<file path="src/sv/pdrc_pkg.sv">
// pdrc_pkg: shared types and constants for the packet deframer
// with the rotate-and-add checksum; no dependencies
package pdrc_pkg;

  localparam int unsigned ByteW  = 8;
  localparam int unsigned KindW  = 3;
  localparam int unsigned AddrW  = 3;
  localparam int unsigned DataW  = 32;
  localparam int unsigned PhaseW = 6;

  localparam logic [ByteW-1:0] HeadReset = 8'd204;
  localparam logic [ByteW-1:0] TailReset = 8'd185;

  typedef enum logic [KindW-1:0] {
    KIND_DATA     = 3'd0,
    KIND_ACCEPT   = 3'd1,
    KIND_TAIL_ERR = 3'd2,
    KIND_SUM_ERR  = 3'd3,
    KIND_LEN_ERR  = 3'd4
  } kind_e;

  typedef enum logic [PhaseW-1:0] {
    PH_HUNT    = 6'b000001,
    PH_LEN     = 6'b000010,
    PH_ID      = 6'b000100,
    PH_PAYLOAD = 6'b001000,
    PH_TAIL    = 6'b010000,
    PH_CHECK   = 6'b100000
  } phase_e;

  typedef enum logic {
    REG_HEAD = 1'b0,
    REG_TAIL = 1'b1
  } reg_e;

  typedef struct packed {
    logic             valid;
    kind_e            kind;
    logic [ByteW-1:0] msg_id;
    logic [ByteW-1:0] data_byte;
    logic [ByteW-1:0] byte_pos;
    logic [ByteW-1:0] payload_count;
  } result_t;

  // rotate right by one, then add the byte, mod 256
  function automatic logic [ByteW-1:0] sum_step(logic [ByteW-1:0] sum,
                                                logic [ByteW-1:0] b);
    logic [ByteW-1:0] rot;
    rot = {sum[0], sum[ByteW-1:1]};
    return rot + b;
  endfunction

endpackage

</file>
<file path="src/sv/pdrc_core.sv">
// pdrc_core: framing state machine and running checksum
// depends on pdrc_pkg
module pdrc_core
  import pdrc_pkg::*;
(
  input  logic             clk_i,
  input  logic             rst_ni,
  input  logic             step_i,
  input  logic [ByteW-1:0] rx_byte_i,
  input  logic [ByteW-1:0] head_byte_i,
  input  logic [ByteW-1:0] tail_byte_i,
  output result_t          res_o
);

  phase_e           phase_q, phase_d;
  logic [ByteW-1:0] id_q, id_d;
  logic [ByteW-1:0] len_q, len_d;
  logic [ByteW-1:0] idx_q, idx_d;
  logic [ByteW-1:0] sum_q, sum_d;
  logic [ByteW-1:0] count;
  logic [ByteW-1:0] idx_inc;

  assign count   = len_q - 8'd1;
  assign idx_inc = idx_q + 8'd1;

  always_comb begin
    phase_d = phase_q;
    id_d    = id_q;
    len_d   = len_q;
    idx_d   = idx_q;
    sum_d   = sum_q;
    res_o   = '{valid: 1'b0, kind: KIND_DATA, msg_id: id_q, data_byte: rx_byte_i,
                byte_pos: '0, payload_count: count};
    unique case (phase_q)
      PH_LEN: begin
        len_d = rx_byte_i;
        if (rx_byte_i == '0) begin
          res_o.valid         = 1'b1;
          res_o.kind          = KIND_LEN_ERR;
          res_o.payload_count = '0;
          phase_d             = PH_HUNT;
        end else begin
          phase_d = PH_ID;
        end
      end
      PH_ID: begin
        id_d    = rx_byte_i;
        sum_d   = sum_step(sum_q, rx_byte_i);
        phase_d = (len_q == 8'd1) ? PH_TAIL : PH_PAYLOAD;
      end
      PH_PAYLOAD: begin
        sum_d          = sum_step(sum_q, rx_byte_i);
        res_o.valid    = 1'b1;
        res_o.kind     = KIND_DATA;
        res_o.byte_pos = idx_q;
        idx_d          = idx_inc;
        if (idx_inc == count) phase_d = PH_TAIL;
      end
      PH_TAIL: begin
        if (rx_byte_i != tail_byte_i) begin
          res_o.valid = 1'b1;
          res_o.kind  = KIND_TAIL_ERR;
          phase_d     = PH_HUNT;
        end else begin
          phase_d = PH_CHECK;
        end
      end
      PH_CHECK: begin
        res_o.valid = 1'b1;
        res_o.kind  = (rx_byte_i == sum_q) ? KIND_ACCEPT : KIND_SUM_ERR;
        phase_d     = PH_HUNT;
      end
      default: begin
        if (rx_byte_i == head_byte_i) begin
          id_d    = '0;
          len_d   = '0;
          idx_d   = '0;
          sum_d   = '0;
          phase_d = PH_LEN;
        end else begin
          phase_d = PH_HUNT;
        end
      end
    endcase
  end

  always_ff @(posedge clk_i or negedge rst_ni) begin
    if (!rst_ni) begin
      phase_q <= PH_HUNT;
      id_q    <= '0;
      len_q   <= '0;
      idx_q   <= '0;
      sum_q   <= '0;
    end else if (step_i) begin
      phase_q <= phase_d;
      id_q    <= id_d;
      len_q   <= len_d;
      idx_q   <= idx_d;
      sum_q   <= sum_d;
    end
  end

endmodule

</file>
<file path="src/sv/packet_deframer_rotating_checksum_top.sv">
// packet_deframer_rotating_checksum_top: input register, deframer core,
// result register and configuration registers; depends on pdrc_pkg, pdrc_core
//
// channel  dir  handshake               payload
// s_axis   in   s_tvalid_i/s_tready_o   tdata[7:0] rx_byte
// m_axis   out  m_tvalid_o/m_tready_i   tdata: msg_id, data_byte, byte_pos,
//                                       payload_count; tuser: kind
// apb      in   psel/penable/pready     head_byte at 0x0, tail_byte at 0x4
//
// one item per cycle while no result is stalled; the edge that accepts an item loads the input
// register, and the edge that moves it on runs the core and loads the result register
// reset puts the deframer in head hunting and loads the default head and
// tail bytes
// a stalled result holds the input register; s_tready_o falls only then
module packet_deframer_rotating_checksum_top
  import pdrc_pkg::*;
(
  input  logic                     clk_i,
  input  logic                     rst_ni,
  input  logic                     s_tvalid_i,
  output logic                     s_tready_o,
  input  logic [ByteW-1:0]         s_tdata_i,   // rx_byte
  output logic                     m_tvalid_o,
  input  logic                     m_tready_i,
  output logic [4*ByteW-1:0]       m_tdata_o,   // msg_id, data_byte, byte_pos, payload_count
  output logic [KindW-1:0]         m_tuser_o,   // kind
  input  logic                     psel,
  input  logic                     penable,
  input  logic                     pwrite,
  input  logic [AddrW-1:0]         paddr,
  input  logic [DataW-1:0]         pwdata,
  output logic [DataW-1:0]         prdata,
  output logic                     pready
);

  logic             in_valid_q, in_valid_d;
  logic [ByteW-1:0] in_byte_q;
  logic             advance;
  logic [ByteW-1:0] head_q, tail_q;
  result_t          res;
  result_t          out_q, out_d;
  logic             cfg_we;
  reg_e             cfg_sel;

  // configuration
  assign pready  = 1'b1;
  assign cfg_we  = psel && penable && pwrite;
  assign cfg_sel = reg_e'(paddr[2]);

  always_ff @(posedge clk_i or negedge rst_ni) begin
    if (!rst_ni) begin
      head_q <= HeadReset;
      tail_q <= TailReset;
    end else if (cfg_we) begin
      unique case (cfg_sel)
        REG_HEAD: head_q <= pwdata[ByteW-1:0];
        REG_TAIL: tail_q <= pwdata[ByteW-1:0];
        default:  head_q <= head_q;
      endcase
    end
  end

  always_comb begin
    prdata = '0;
    unique case (cfg_sel)
      REG_HEAD: prdata = {{(DataW-ByteW){1'b0}}, head_q};
      REG_TAIL: prdata = {{(DataW-ByteW){1'b0}}, tail_q};
      default:  prdata = '0;
    endcase
  end

  // input register
  assign advance    = in_valid_q && (!out_q.valid || m_tready_i);
  assign s_tready_o = !in_valid_q || advance;
  assign in_valid_d = s_tvalid_i ? 1'b1 : (in_valid_q && !advance);

  always_ff @(posedge clk_i or negedge rst_ni) begin
    if (!rst_ni) begin
      in_valid_q <= 1'b0;
    end else if (s_tready_o) begin
      in_valid_q <= in_valid_d;
    end
  end

  always_ff @(posedge clk_i) begin
    if (s_tvalid_i && s_tready_o) in_byte_q <= s_tdata_i;
  end

  pdrc_core u_core (
    .clk_i       (clk_i),
    .rst_ni      (rst_ni),
    .step_i      (advance),
    .rx_byte_i   (in_byte_q),
    .head_byte_i (head_q),
    .tail_byte_i (tail_q),
    .res_o       (res)
  );

  // result register
  always_comb begin
    out_d = out_q;
    if (advance) begin
      out_d = res;
    end else if (m_tready_i) begin
      out_d.valid = 1'b0;
    end
  end

  always_ff @(posedge clk_i or negedge rst_ni) begin
    if (!rst_ni) begin
      out_q <= '0;
    end else begin
      out_q <= out_d;
    end
  end

  assign m_tvalid_o = out_q.valid;
  assign m_tuser_o  = out_q.kind;
  assign m_tdata_o  = {out_q.payload_count, out_q.byte_pos, out_q.data_byte, out_q.msg_id};

`ifndef NO_ASSERTIONS
  a_kind_range: assert property (@(posedge clk_i) disable iff (!rst_ni)
    m_tvalid_o |-> (m_tuser_o <= KIND_LEN_ERR))
    else $error("result kind out of range");

  a_pos_in_payload: assert property (@(posedge clk_i) disable iff (!rst_ni)
    (m_tvalid_o && m_tuser_o == KIND_DATA) |-> (m_tdata_o[23:16] < m_tdata_o[31:24]))
    else $error("payload position beyond payload count");

  a_in_hold: assert property (@(posedge clk_i) disable iff (!rst_ni)
    (in_valid_q && !advance) |=> (in_valid_q && $stable(in_byte_q)))
    else $error("pending item lost from input register");

  a_len_err_fields: assert property (@(posedge clk_i) disable iff (!rst_ni)
    (m_tvalid_o && m_tuser_o == KIND_LEN_ERR) |-> (m_tdata_o[31:24] == '0 &&
                                                   m_tdata_o[15:8] == '0))
    else $error("length error result with nonzero length");
`endif

endmodule
</file>
<file path="config.mk">
export PLATFORM = sky130hd
export DESIGN_NAME = packet_deframer_rotating_checksum_top
export DESIGN_NICKNAME = d
export VERILOG_FILES = /design/src/sv/pdrc_pkg.sv /design/src/sv/pdrc_core.sv /design/src/sv/packet_deframer_rotating_checksum_top.sv
export SDC_FILE = /design/constraint.sdc
export NUM_CORES = 1
export LEC_CHECK = 0
export BUFFER_PORTS_ARGS = -buffer_cell sky130_fd_sc_hd__buf_2
export CAP_MARGIN = 5
export CORE_ASPECT_RATIO = 0.9
export CORE_MARGIN = 5
export CORE_UTILIZATION = 35
export CTS_BUF_LIST = sky130_fd_sc_hd__clkbuf_4 sky130_fd_sc_hd__clkbuf_8
export DETAILED_ROUTE_END_ITERATION = 16
export GPL_ROUTABILITY_DRIVEN = 0
export PLACE_DENSITY_LB_ADDON = 0.2
export SKIP_LAST_GASP = 1
export SYNTH_ARGS = -nofsm -noshare
export SYNTH_HDL_FRONTEND = slang
export SYNTH_SLANG_ARGS = --single-unit
</file>
<file path="constraint.sdc">
create_clock -name clk_i -period 3.35 [get_ports clk_i]
set_input_delay 0.67 -clock clk_i [delete_from_list [all_inputs] [get_ports clk_i]]
set_output_delay 0.67 -clock clk_i [all_outputs]
set_load 0.02 [all_outputs]
</file>
==> results.sh <==
export IMPL_grt_max_degree=92
export IMPL_synth_ff_type="dfrtp_1"
export IMPL_min_period_over_period=0.799
export IMPL_clock_latency_ps=380
export IMPL_htreeDepth=3
export IMPL_netSwitchingPower_uw=875
export IMPL_initialDrtViolationCount=170
export IMPL_post_cts_buffers=0
export IMPL_placed_area_um2=5590
export IMPL_hp_class="in -> async"
export IMPL_regToRegSetupSlack_ps=670
export IMPL_fin_nets=630
export IMPL_ir_drop_v=0.000280
export IMPL_clock_sinks=99
export IMPL_slew_headroom=0.205
export IMPL_p_leak_uw=0.00276
export IMPL_synth_seq_area_share=0.489
export IMPL_stdcell_area_um2=5800
export IMPL_yosys_top_cells_count="nand2_1 (95), dfrtp_1 (81), xnor2_1 (28)"
export IMPL_cts_tree="built"
export IMPL_n_antenna_cell=0
export IMPL_antenna_found_initial=0
export IMPL_cp_start_kind="flop"
export IMPL_tightest_slew_ps=1190
export IMPL_yosys_top_cells_area="dfrtp_1 (39%), nand2_1 (6.9%), mux2_2 (5.2%), dfstp_2 (5.1%), xnor2_1 (4.7%)"
export IMPL_coreArea_um2=14600
export IMPL_slew_viol_final=0
export IMPL_ys_ff_latch=99
export IMPL_synth_avg_cell_area_um2=10.1
export IMPL_dr_pass1_iters=4
export IMPL_drt_vias_per_instance=4.88
export IMPL_portBuffers=68
export IMPL_totalWireLength_um=11800
export IMPL_p_int_uw=2000
export IMPL_reg2reg_depth=6
export IMPL_drive_gt1_frac=0.225
export IMPL_route_vias_total=3770
export IMPL_start_util=0.354
export IMPL_die_area_um2=17300
export IMPL_path_max_fanout=11
export IMPL_drcViolationCount=0
export IMPL_cts_buffers=9
export IMPL_max_cap_violations=0
export IMPL_grt_usage=0.140
export IMPL_netlist_area_um2=5180
export IMPL_power_density_nw_per_um2=496
export IMPL_arrival_ps=2970
export IMPL_die_w_um=138
export IMPL_area_growth_syn_to_layout_pct=12.0
export IMPL_combPwrFrac=0.208
export IMPL_yosys_area_top_type="dfrtp_1"
export IMPL_dp_hpwl_um=8480
export IMPL_synthCells=514
export IMPL_wire_per_inst_um=15.3
export IMPL_sw_frac_of_total=0.305
export IMPL_clk_pin_slew_ps=90
export IMPL_die_y_um=125
export IMPL_pwr_share_clk=0.278
export IMPL_seqPwrFrac=0.514
export IMPL_yosysMostFrequentCell="nand2_1"
export IMPL_hold_buffers=0
export IMPL_synthArstFlopShare=0.919
export IMPL_worst_setup_path_type="reg -> reg"
export IMPL_num_rows=42
export IMPL_yosysWarnings=0
export IMPL_critPathRequiredTime_ps=3650
export IMPL_grt_pass1_vias=3760
export IMPL_cts_root_buf="clkbuf_8"
export IMPL_status="finished clean"
export IMPL_synth_distinct_cells=48
export IMPL_setup_viol=0
export IMPL_hold_violations=0
export IMPL_finalSetupTns_ps=0
export IMPL_worst_clock_skew_ps=13.6
export IMPL_detail_route_antenna_nets=0
export IMPL_grt_setup_unrepaired="no"
export IMPL_clockBufferDepth=2
export IMPL_max_freq_ghz=0.374
export IMPL_grt_pass1_wl_um=19600
export IMPL_post_cts_resized=0
export IMPL_cp_end_kind="flop"
export IMPL_synth_edff_count=8
export IMPL_io_pins=120
export IMPL_synth_top_area_frac=0.392
export IMPL_overflow=0
export IMPL_layout_min_cycle_time_ps=2680
## cells in the final DEF, fill, tap and decap left out, types with 8 or more instances in the layout
cell type  Yosys  layout
nor2_1        14      14
dfrtp_1       81      81
xnor2_1       28      28
a21oi_1       11      11
conb_1         2      25
edfxtp_1       8       8
o21ai_0       16      16
buf_2          3      67
inv_1         13      13
nand4_1        8       8
clkbuf_8       0      11
nand2_1       95      95
o31ai_1       11      11
a22o_1        13      13
xor2_1        25      25
a31oi_1       10      10
dfstp_2       10      10
mux2_2        24      24
nand3_1       23      23
nand2b_1       8       8
ha_1          10      10
## power by group through the flow
stage | registers [uW] | logic (uW) | clock network (uW)
floorplan | 1510 | 417 | 0
global placement | 1500 | 597 | 0
CTS | 1480 | 609 | 845
detailed placement | 1500 | 607 | 0
global route | 1500 | 671 | 890
finish | 1480 | 597 | 799
## path summary, 6_finish.rpt
kind / end / start
max: u_core.idx_q[5] / u_core.phase_q[5]
min: m_tdata_o[23] / rst_ni
max reg2reg: u_core.idx_q[5] / u_core.phase_q[5]
min reg2reg: m_tdata_o[23] / m_tdata_o[23]
max in group asynchronous: head_q[3] / rst_ni
min in group clk_i: in_byte_q[1] / s_tdata_i[1]
## layer usage
| layer | global-route usage | routed length (um) |
|---|---|---|
| met1 | 0.190 | 5570 |
| met5 | 0 | 0 |
| met2 | 0.220 | 5460 |
| met3 | 0.0435 | 696 |
| met4 | 0.0314 | 99 |
## final cells by class
cell class	instances	area [um2]
fill	1472	8810
sequential	99	2530
multi-input combinational	372	2360
timing repair buffer	74	400
tap	198	248
clock buffer	12	159
clock inverter	4	50.0
inverter	13	48.8
## per-stage QoR
stage | hold slack [ps] | utilization | total power, uW | cells | setup WS, ps
after floorplan | 374 | - | 1920 | 537 | 1270
after global placement | 449 | 0.382 | 2090 | 756 | 656
after detailed placement | 455 | 0.382 | 2110 | 756 | 521
after CTS | 334 | 0.397 | 2930 | 772 | 661
after global routing | 342 | 0.397 | 3060 | 772 | 392
final | 324 | 0.397 | 2870 | 772 | 673
## kinds of logic (layout without fill, tap and decap cells)
| group | count (synthesis) | in the layout | share of synthesized area |
|---|---|---|---|
| DFF | 99 | 99 | 0.489 |
| muxes | 25 | 25 | 0.0541 |
| and+or+nand+nor | 183 | 183 | 0.167 |
| xor gates and xnor gates | 53 | 53 | 0.0897 |
| other | 2 | 25 | 0.00145 |
| buffers and inverters | 66 | 103 | 0.0718 |
| AOI/OAI and AO/OA | 75 | 75 | 0.0996 |
| adders and majority gates | 11 | 11 | 0.0280 |
## critical path, cell delays in order (launching register included)
cell	delay (ps)
dfrtp_1	530
or3_1	170
or3_1	320
nand2b_1	200
nor3b_1	980
a31oi_1	200
a31oi_1	190
## state kept, by name, indices dropped and copies added (netlist names)
| name | cells |
|---|---|
| u_core.id_q | 8 |
| m_tuser_o | 3 |
| head_q | 8 |
| u_core.idx_q | 8 |
| in_byte_q | 8 |
| u_core.sum_q | 8 |
| tail_q | 8 |
| in_valid_q | 1 |
| u_core.len_q | 8 |
| u_core.phase_q | 6 |
| m_tvalid_o | 1 |
| m_tdata_o | 32 |
Note: power is estimated with default switching activity, not from simulation.
